--- src/design/ggc_pkg.sv ---
// Shared widths and the command bundle for the graph coloring block.
`default_nettype none
package ggc_pkg;

	localparam int VERTEX_W = 6;
	localparam int COLOR_W  = 7;
	localparam int CMD_W    = 1;

	localparam logic [CMD_W-1:0] CMD_EDGE = 1'b0;
	localparam logic [CMD_W-1:0] CMD_RUN  = 1'b1;

	typedef struct packed {
		logic rd;
		logic wr;
		logic clr;
	} mem_cmd_t;

endpackage
`default_nettype wire

--- src/design/ggc_color_store.sv ---
// Per-vertex color memory, one write and one registered read port.
`default_nettype none
module ggc_color_store #(
	parameter int ROWS = 64
) (
	input  logic                          clk,
	input  ggc_pkg::mem_cmd_t             cmd,
	input  logic [$clog2(ROWS)-1:0]       raddr,
	input  logic [$clog2(ROWS)-1:0]       waddr,
	input  logic [ggc_pkg::COLOR_W-1:0]   wdata,
	output logic [ggc_pkg::COLOR_W-1:0]   rdata
);
	import ggc_pkg::*;

	logic [COLOR_W-1:0] mem [ROWS];
	logic [COLOR_W-1:0] rdata_q;

	always_ff @(posedge clk) begin
		if (cmd.wr) begin
			mem[waddr] <= wdata;
		end
		if (cmd.rd) begin
			rdata_q <= mem[raddr];
		end
	end

	assign rdata = rdata_q;

endmodule
`default_nettype wire

--- config.mk ---
export PLATFORM = sky130hd
export DESIGN_NAME = ggc_color_store
export DESIGN_NICKNAME = d
export VERILOG_FILES = /design/src/design/ggc_pkg.sv /design/src/design/ggc_color_store.sv
export SDC_FILE = /design/constraint.sdc
export NUM_CORES = 1
export LEC_CHECK = 0
export BUFFER_PORTS_ARGS = -buffer_cell sky130_fd_sc_hd__buf_2
export CAP_MARGIN = 20
export CORE_ASPECT_RATIO = 1.5
export CORE_MARGIN = 2
export CORE_UTILIZATION = 45
export DETAILED_ROUTE_END_ITERATION = 10
export PLACE_DENSITY = 0.64
export RECOVER_POWER = 50
export SYNTH_ARGS = -nofsm -noshare
export SYNTH_HDL_FRONTEND = slang
export SYNTH_SLANG_ARGS = --single-unit
--- constraint.sdc ---
create_clock -name clk -period 3.1 [get_ports clk]
set_clock_uncertainty 0.2 [all_clocks]
set_input_delay 0.31 -clock clk [delete_from_list [all_inputs] [get_ports clk]]
set_output_delay 0.31 -clock clk [all_outputs]
set_load 0.03 [all_outputs]
==> out/metrics.yaml <==
status: "finished, violations left"
violations: "capacitance limit, slew limit"
antenna_found_initial: 1
die_w_um: 166.0
ios: 30
fp.coreArea_mm2: 0.03909
tightest_slew_ps: 2305
synthCells: 827
cts-htree-levels: 2
routed_wl_mm: 38.68
cp.arrival_ps: 2360
end_kind: "flop"
fin_nets: 974
r2r_start: "mem[53][0]"
drt-vias-per-instance: 5.799
root_buffer: "clkbuf_16"
hold_path_depth: 2
netlist_area_mm2: 0.01771
synth_common_cells: "edfxtp_1 (455), mux4_2 (112), nor2_1 (76), clkbuf_1 (18), mux2i_1 (16)"
synthTopCellsByArea: "edfxtp_1 (77%), mux4_2 (14%), nor2_1 (1.6%)"
drc: 0
synth_edf_count: 455
synth_cell_types: 37
p_int_uw: 9831
syn_to_final_growth_pct: 14.14
worstReg2RegEnd: "rdata[0]"
rsz0062_at_grt: "false"
cts-resized-gates: 0
clk_latency_ps: 550
fin_ws_ps: 836.4
numPortBuffers: 28
nFillCells: 3075
fin_crit_sh_pct: 73.02
final-instance-count-excl-fill: 1482
required_ps: 3200
drtIter0Drc: 738
holdPathEnd: "rdata[2]"
hp-class: "input port to flop"
hold_viol_final: 0
rows: 89
ys_ff_latch: 455
cap_violations: 1
yosysTopAreaCell: "edfxtp_1"
power.net_switching_uw: 2546
power_uw: 12380
cts_buffers: 40
setup_tns_ps: 0
maxClockFrequency_ghz: 0.4418
powerDensity_mw_per_mm2: 612.4
vias: 8594
hold_start: "raddr[5]"
critPathLaunchType: "flop"
post-route-min-period_ps: 2264
gr-total-overflow: 0
drv_slew: 49
antennaDiodeCount: 0
grt_pass1_wl_mm: 57.24
grt_pass1_vias: 8863
multi_input_area_mm2: 0.003772
reg2reg_slack_ps: 840
ir_worst_vdd_v: 0.0003173
yosys_warnings: 0
cts_setup_buffers: 0
avgSynthCellArea_um2: 21.41
asyncSetResetFlopFracSynth_pct: 0
grt_max_degree: 65
crit_type: "flop to flop"
grt_util_met1_pct: 24.03
drive_above_1_share_pct: 26.27
dp_hpwl_mm: 25.38
power_leakage_uw: 0.006357
use_met3_pct: 2.721
met2_usage_pct: 33.27
cts_tree: "built"
grt-busiest-layer: "met2"
synthMostInstantiatedCell: "edfxtp_1"
power_frac_seq_pct: 55.2
dp_cells: 1403
p_clk_share_pct: 39.4
yosysSeqAreaShare_pct: 77.17
initial_core_util_pct: 45.30
combPwrFrac_pct: 5.4
max_slew_margin_pct: -53.67
ctsHoldBuffers: 4
grt_use_total_pct: 19.20
synth_ff_type: "edfxtp_1"
holdWs_ps: 61.20
worst-path-max-fanout: 1
cts_buffer_depth: 3
drt-pass1-iter-count: 4
dieArea_mm2: 0.04098
wl_per_cell_um: 26.10
sw_frac_of_total_pct: 20.57
final-seq-area_mm2: 0.01366
setup_viol: 0
postRouteAntennaNets: 0
syn-num-nets: 850
pre_cts_slack_ps: 439.7
reg2reg_depth: 4
netlist.area_leader.share_pct: 77.17
die_h_um: 246.9
gp_congestion: 0.7986
path_clk_slew_ps: 60
cts_sinks: 455
flip-flops by register name (all words and copies together), names as in the netlist:
signal / cells
mem: 448
rdata: 7
per-layer routing:
layer | wire length, µm | up-vias
met3 | 1971 | 94
met5 | 7 | -
met1 | 14800 | 4491
met2 | 20110 | 292
li1 | - | 3715
met4 | 1797 | 2
through the flow:
stage / area, µm² / util (%)
after floorplan: 17710 / -
after global placement: 18990 / 48.59
after detailed placement: 18990 / 48.59
after CTS: 20310 / 51.96
after global routing: 20210 / 51.70
final: 20210 / 51.70
placed cells by master (no fill, tap or decap), types with 9 or more instances in the layout:
cell type and n:
mux4_2 112, o221ai_1 9, nand3_1 9, clkbuf_1 41, clkbuf_16 41, nor2_1 76, clkinv_1 12, buf_4 60
mux2i_1 16, buf_2 16, edfxtp_1 455, o22ai_1 12
logic make-up after synthesis:
logic type	share of synthesized area, %
flip-flops	77.17
multiplexers	15.28
AND/OR/NAND/NOR	3.420
AO/OA/AOI/OAI	2.608
buffers and inverters	1.526
final cells by class:
| type | count | share of cell area (%) |
|---|---|---|
| Clock inverter | 28 | 1.183 |
| Multi-Input combinational cell | 325 | 18.67 |
| Clock buffer | 45 | 5.151 |
| Inverter | 2 | 0.03715 |
| Timing Repair Buffer | 127 | 4.260 |
| Tap cell | 500 | 3.096 |
| Sequential cell | 455 | 67.61 |
how the worst max path moves through the flow:
stage / startpoint / to / slack (ps) / depth (start not counted)
after floorplan: raddr[0] / rdata[0] / 950 / 6
after global placement: raddr[1] / rdata[5] / 410 / 6
after detailed placement: raddr[1] / rdata[4] / 440 / 6
after CTS: mem[53][0] / rdata[0] / 910 / 4
after global routing: wdata[4] / mem[35][4] / 680 / 2
final: mem[53][0] / rdata[0] / 840 / 4
power by group through the flow:
stage	sequential [µW]	combinational (µW)	clock, µW
after CTS	6830	685	4990
after detailed placement	6960	679	0
final	6830	670	4870
after global routing	6830	714	5180
after floorplan	6980	355	0
after global placement	6960	671	0
worst max-delay path: stages, from the launching register on:
cell      delay, ps
edfxtp_1        380
mux4_2          480
a22oi_1         400
a41oi_1         250
a41o_1          290
No activity file was read; power rests on OpenSTA's default activity.
