### src/design/ggc_pkg.sv
// Shared widths and the command bundle for the graph coloring block.
`default_nettype none
package ggc_pkg;

	localparam int VERTEX_W = 6;
	localparam int COLOR_W  = 7;
	localparam int CMD_W    = 1;

	localparam logic [CMD_W-1:0] CMD_EDGE = 1'b0;
	localparam logic [CMD_W-1:0] CMD_RUN  = 1'b1;

	typedef struct packed {
		logic rd;
		logic wr;
		logic clr;
	} mem_cmd_t;

endpackage
`default_nettype wire

### src/design/ggc_adj_store.sv
// Adjacency row memory with per-row valid bits so that all rows clear at once.
`default_nettype none
module ggc_adj_store #(
	parameter int ROWS = 64
) (
	input  logic                      clk,
	input  logic                      arst_n,
	input  ggc_pkg::mem_cmd_t         cmd,
	input  logic [$clog2(ROWS)-1:0]   raddr,
	input  logic [$clog2(ROWS)-1:0]   waddr,
	input  logic [ROWS-1:0]           wdata,
	output logic [ROWS-1:0]           rdata
);
	import ggc_pkg::*;

	logic [ROWS-1:0] mem [ROWS];
	logic [ROWS-1:0] row_valid_q;
	logic [ROWS-1:0] rdata_q;
	logic            rvalid_q;

	always_ff @(posedge clk) begin
		if (cmd.wr) begin
			mem[waddr] <= wdata;
		end
		if (cmd.rd) begin
			rdata_q <= mem[raddr];
		end
	end

	always_ff @(posedge clk or negedge arst_n) begin
		if (!arst_n) begin
			row_valid_q <= '0;
			rvalid_q    <= 1'b0;
		end else begin
			if (cmd.clr) begin
				row_valid_q <= '0;
			end else if (cmd.wr) begin
				row_valid_q[waddr] <= 1'b1;
			end
			if (cmd.rd) begin
				rvalid_q <= row_valid_q[raddr];
			end
		end
	end

	assign rdata = rvalid_q ? rdata_q : '0;

endmodule
`default_nettype wire

### config.mk
export PLATFORM = sky130hd
export DESIGN_NAME = ggc_adj_store
export DESIGN_NICKNAME = d
export VERILOG_FILES = /design/src/design/ggc_pkg.sv /design/src/design/ggc_adj_store.sv
export SDC_FILE = /design/constraint.sdc
export NUM_CORES = 2
export LEC_CHECK = 0
export BUFFER_PORTS_ARGS = -buffer_cell sky130_fd_sc_hd__buf_2
export CAP_MARGIN = 25
export CORE_UTILIZATION = 45
export CTS_CLUSTER_SIZE = 28
export DETAILED_ROUTE_END_ITERATION = 12
export SLEW_MARGIN = 25
export SYNTH_ARGS = -nofsm -noshare
export SYNTH_HDL_FRONTEND = slang
export SYNTH_SLANG_ARGS = --single-unit
### constraint.sdc
create_clock -name clk -period 2.2 [get_ports clk]
set_input_delay 0.44 -clock clk [delete_from_list [all_inputs] [get_ports clk]]
set_output_delay 0.44 -clock clk [all_outputs]
set_load 0.02 [all_outputs]
==> results.ini <==
[setup_path]
crit_top_cell=buf_12
end_kind=output port
critical_path_class=register to output port
startpoint=rvalid_q$_DFFE_PN0P_
path_max_fanout=5
cp.required_ps=1760
start_kind=register
critPathSlowestCell=dfrtp_4
cp.arrival_ps=2290
cpPeakStageDelay_ps=500
r2r-start=mem[39][22]$_DFFE_PP_
cp_cell_sequence=buf_12 > buf_12 > clkbuf_16 > and2_4 > buf_6

[logic_synthesis]
yosys_register_bits=4225
syn_nets=6463
yosysSeqAreaShare_pct=79.14
netlist_instances=6382
yosys_warnings=0
synth.avg_cell_area_um2=25.05
synth_cell_types=30
synth_area_mm2=0.1599

[layout]
final_cell_mix=4,160 x edfxtp_1, 1,289 x mux4_2, 489 x buf_4
nets=7692
drive_gt1_share_pct=39.40
layout_commonest_cell=edfxtp_1
final_util_pct=54.77
syn2layout_area_growth_pct=20.99
fillers=25840

[global_route]
grt_overflow=0
grt_antenna_before_repair=32
track_usage_pct=25.25
grt_pass1_vias=79090
grt_max_degree=65
grt_pass1_wl_um=627900

[pwr]
internal-power_mw=134.1
power_mw=170.1
p_sw_mw=36.01
p_clk_share_pct=41.9
combPwrFrac_pct=5.5
swShare_pct=21.17
leakagePower_nw=61.93
p_seq_share_pct=52.6
peakVddDrop_v=0.0007117
powerDensity_mw_per_mm2=879.1

[clock_network]
root_buffer=clkbuf_16
clk_pin_slew_worst_paths_ps=60
cts_tree=done
cts_buffer_depth=4
cts_max_level=5
clk_latency_ps=960
cts.sinks=4225
cts_buffers=427

[sta]
setup_viol_count_final=64
finClkSkew_ps=52.70
fmax_mhz=366.9
finalHoldViolations=0
fin_setup_tns_ps=-27620
finalWorstSetupSlack_ps=-525.3
finalCritPeriodShare_pct=123.9
grt_setup_unrepaired=yes
worst_slew_pin_slew_ps=712.9
min_period_ps=2725
holdWs_ps=74.41
max-slew-margin-rel_pct=52.47
slew_violations=0

[floorplanning]
initial_core_util_pct=45.27
ios=145
die_area_mm2=0.3577
num_rows=218
fp.dieW_um=598.1
die_h_um=598.1
core-area_mm2=0.3532

[hold_path]
hp-class=input port to register
hold_start=raddr[5]

[status]
violations=setup timing
status=finished with violations

[placement]
pre_cts_ws_ps=-1041
gp_congestion=0.8178
dp_hpwl_um=273900
io_buffers=144

[detailed_routing]
viasPerCell=6.144
first_pass_iters=5
wire_per_inst_um=35.57
antenna_left=0
routed_wl_um=451700
drc=0
dr_total_vias=78010
drt_iter0_markers=10730

[flow_run]
drv_cap=0

cell type report:
| class | count | area (um2) | area share (%) |
|---|---|---|---|
| clock buffer | 534 | 11260 | 5.818 |
| tap | 4730 | 5918 | 3.059 |
| sequential | 4225 | 126600 | 65.41 |
| antenna | 6 | 15.01 | 0.007761 |
| timing repair buffer | 1142 | 14730 | 7.615 |
| clock inverter | 244 | 2352 | 1.216 |
| multi-input combinational | 1813 | 32630 | 16.87 |
| inverter | 2 | 7.507 | 0.003880 |
state kept, by name, summed over array words and instances (netlist names):
register,count
rdata_q,64
mem,4096
rvalid_q,1
row_valid_q,64
cells in the mapped netlist (all sizes together):
master,instances,share of area [%]
nor2b,7,0.027
a21oi,4,0.013
a22oi,132,0.62
clkbuf,206,0.48
nor3,4,0.013
a211oi,1,0.0047
nand3,11,0.034
a311oi,2,0.011
edfxtp,4160,78
nand2,74,0.17
nand2b,3,0.012
or3,1,0.0039
or3b,1,0.0055
nand3b,2,0.0094
or2,1,0.0039
nor4,1,0.0039
nor2,188,0.44
a41o,1,0.0063
dfrtp,65,1.0
nand4,1,0.0039
o21ba,1,0.0063
and2,66,0.26
inv,2,0.0047
a31oi,3,0.012
buf,136,0.42
mux4,1289,18
mux2i,20,0.13
worst paths after layout:
kind / slack [ps] / end / cells after the start
setup / recovery: -530 / rdata[35] / 5
min in group asynchronous: 100 / row_valid_q[47]$_DFFE_PN0P_ / 3
hold / removal: 70 / rvalid_q$_DFFE_PN0P_ / 3
setup reg to reg: 20 / rdata_q[22]$_DFFE_PP_ / 4
hold reg to reg: 490 / row_valid_q[33]$_DFFE_PN0P_ / 2
max in group asynchronous: 1130 / rvalid_q$_DFFE_PN0P_ / 3
worst max-delay path: cells and delay by family (launching register included):
kind / cells / cell delay, ps
buf+inv: 4 / 640
flops: 1 / 500
simple gates: 1 / 140
what timing repair did:
item	in CTS	in global routing
buffers inserted	7	3
hold buffers	33	0
setup endpoints to repair	72	72
gates cloned	3	1
pin swaps	2	4
gates resized for setup	81	94
hold endpoints to repair	1252	0
layer usage:
metal	part of all wire, %	track usage [%]
met5	0.019	0
met1	40	36.50
met4	2.9	6.592
met3	8.8	4.268
met2	48	40.23
stage by stage:
step	std cells	cell area [um2]
2_1_floorplan	6382	160200
3_3_place_gp	11870	178800
3_5_place_dp	11870	178800
4_1_cts	12690	193100
5_1_grt	12690	193500
6_report	12700	193500
cell families after synthesis:
| family | share of synthesized area [%] |
|---|---|
| AOI/OAI and AO/OA | 0.6722 |
| buffers and inverters | 0.9132 |
| DFF | 79.14 |
| muxes | 18.28 |
| and+or+nand+nor | 0.9899 |
power groups by stage:
stage | Clock (mW) | Combinational (mW) | Sequential, mW
after floorplan | 0 | 4.54 | 90.9
after global placement | 0 | 8.83 | 91.1
after detailed placement | 0 | 8.98 | 91.1
after CTS | 72.2 | 9.36 | 89.4
after global routing | 75.2 | 9.87 | 89.4
final | 71.3 | 9.42 | 89.4
No activity file was read; power rests on OpenSTA's default activity.
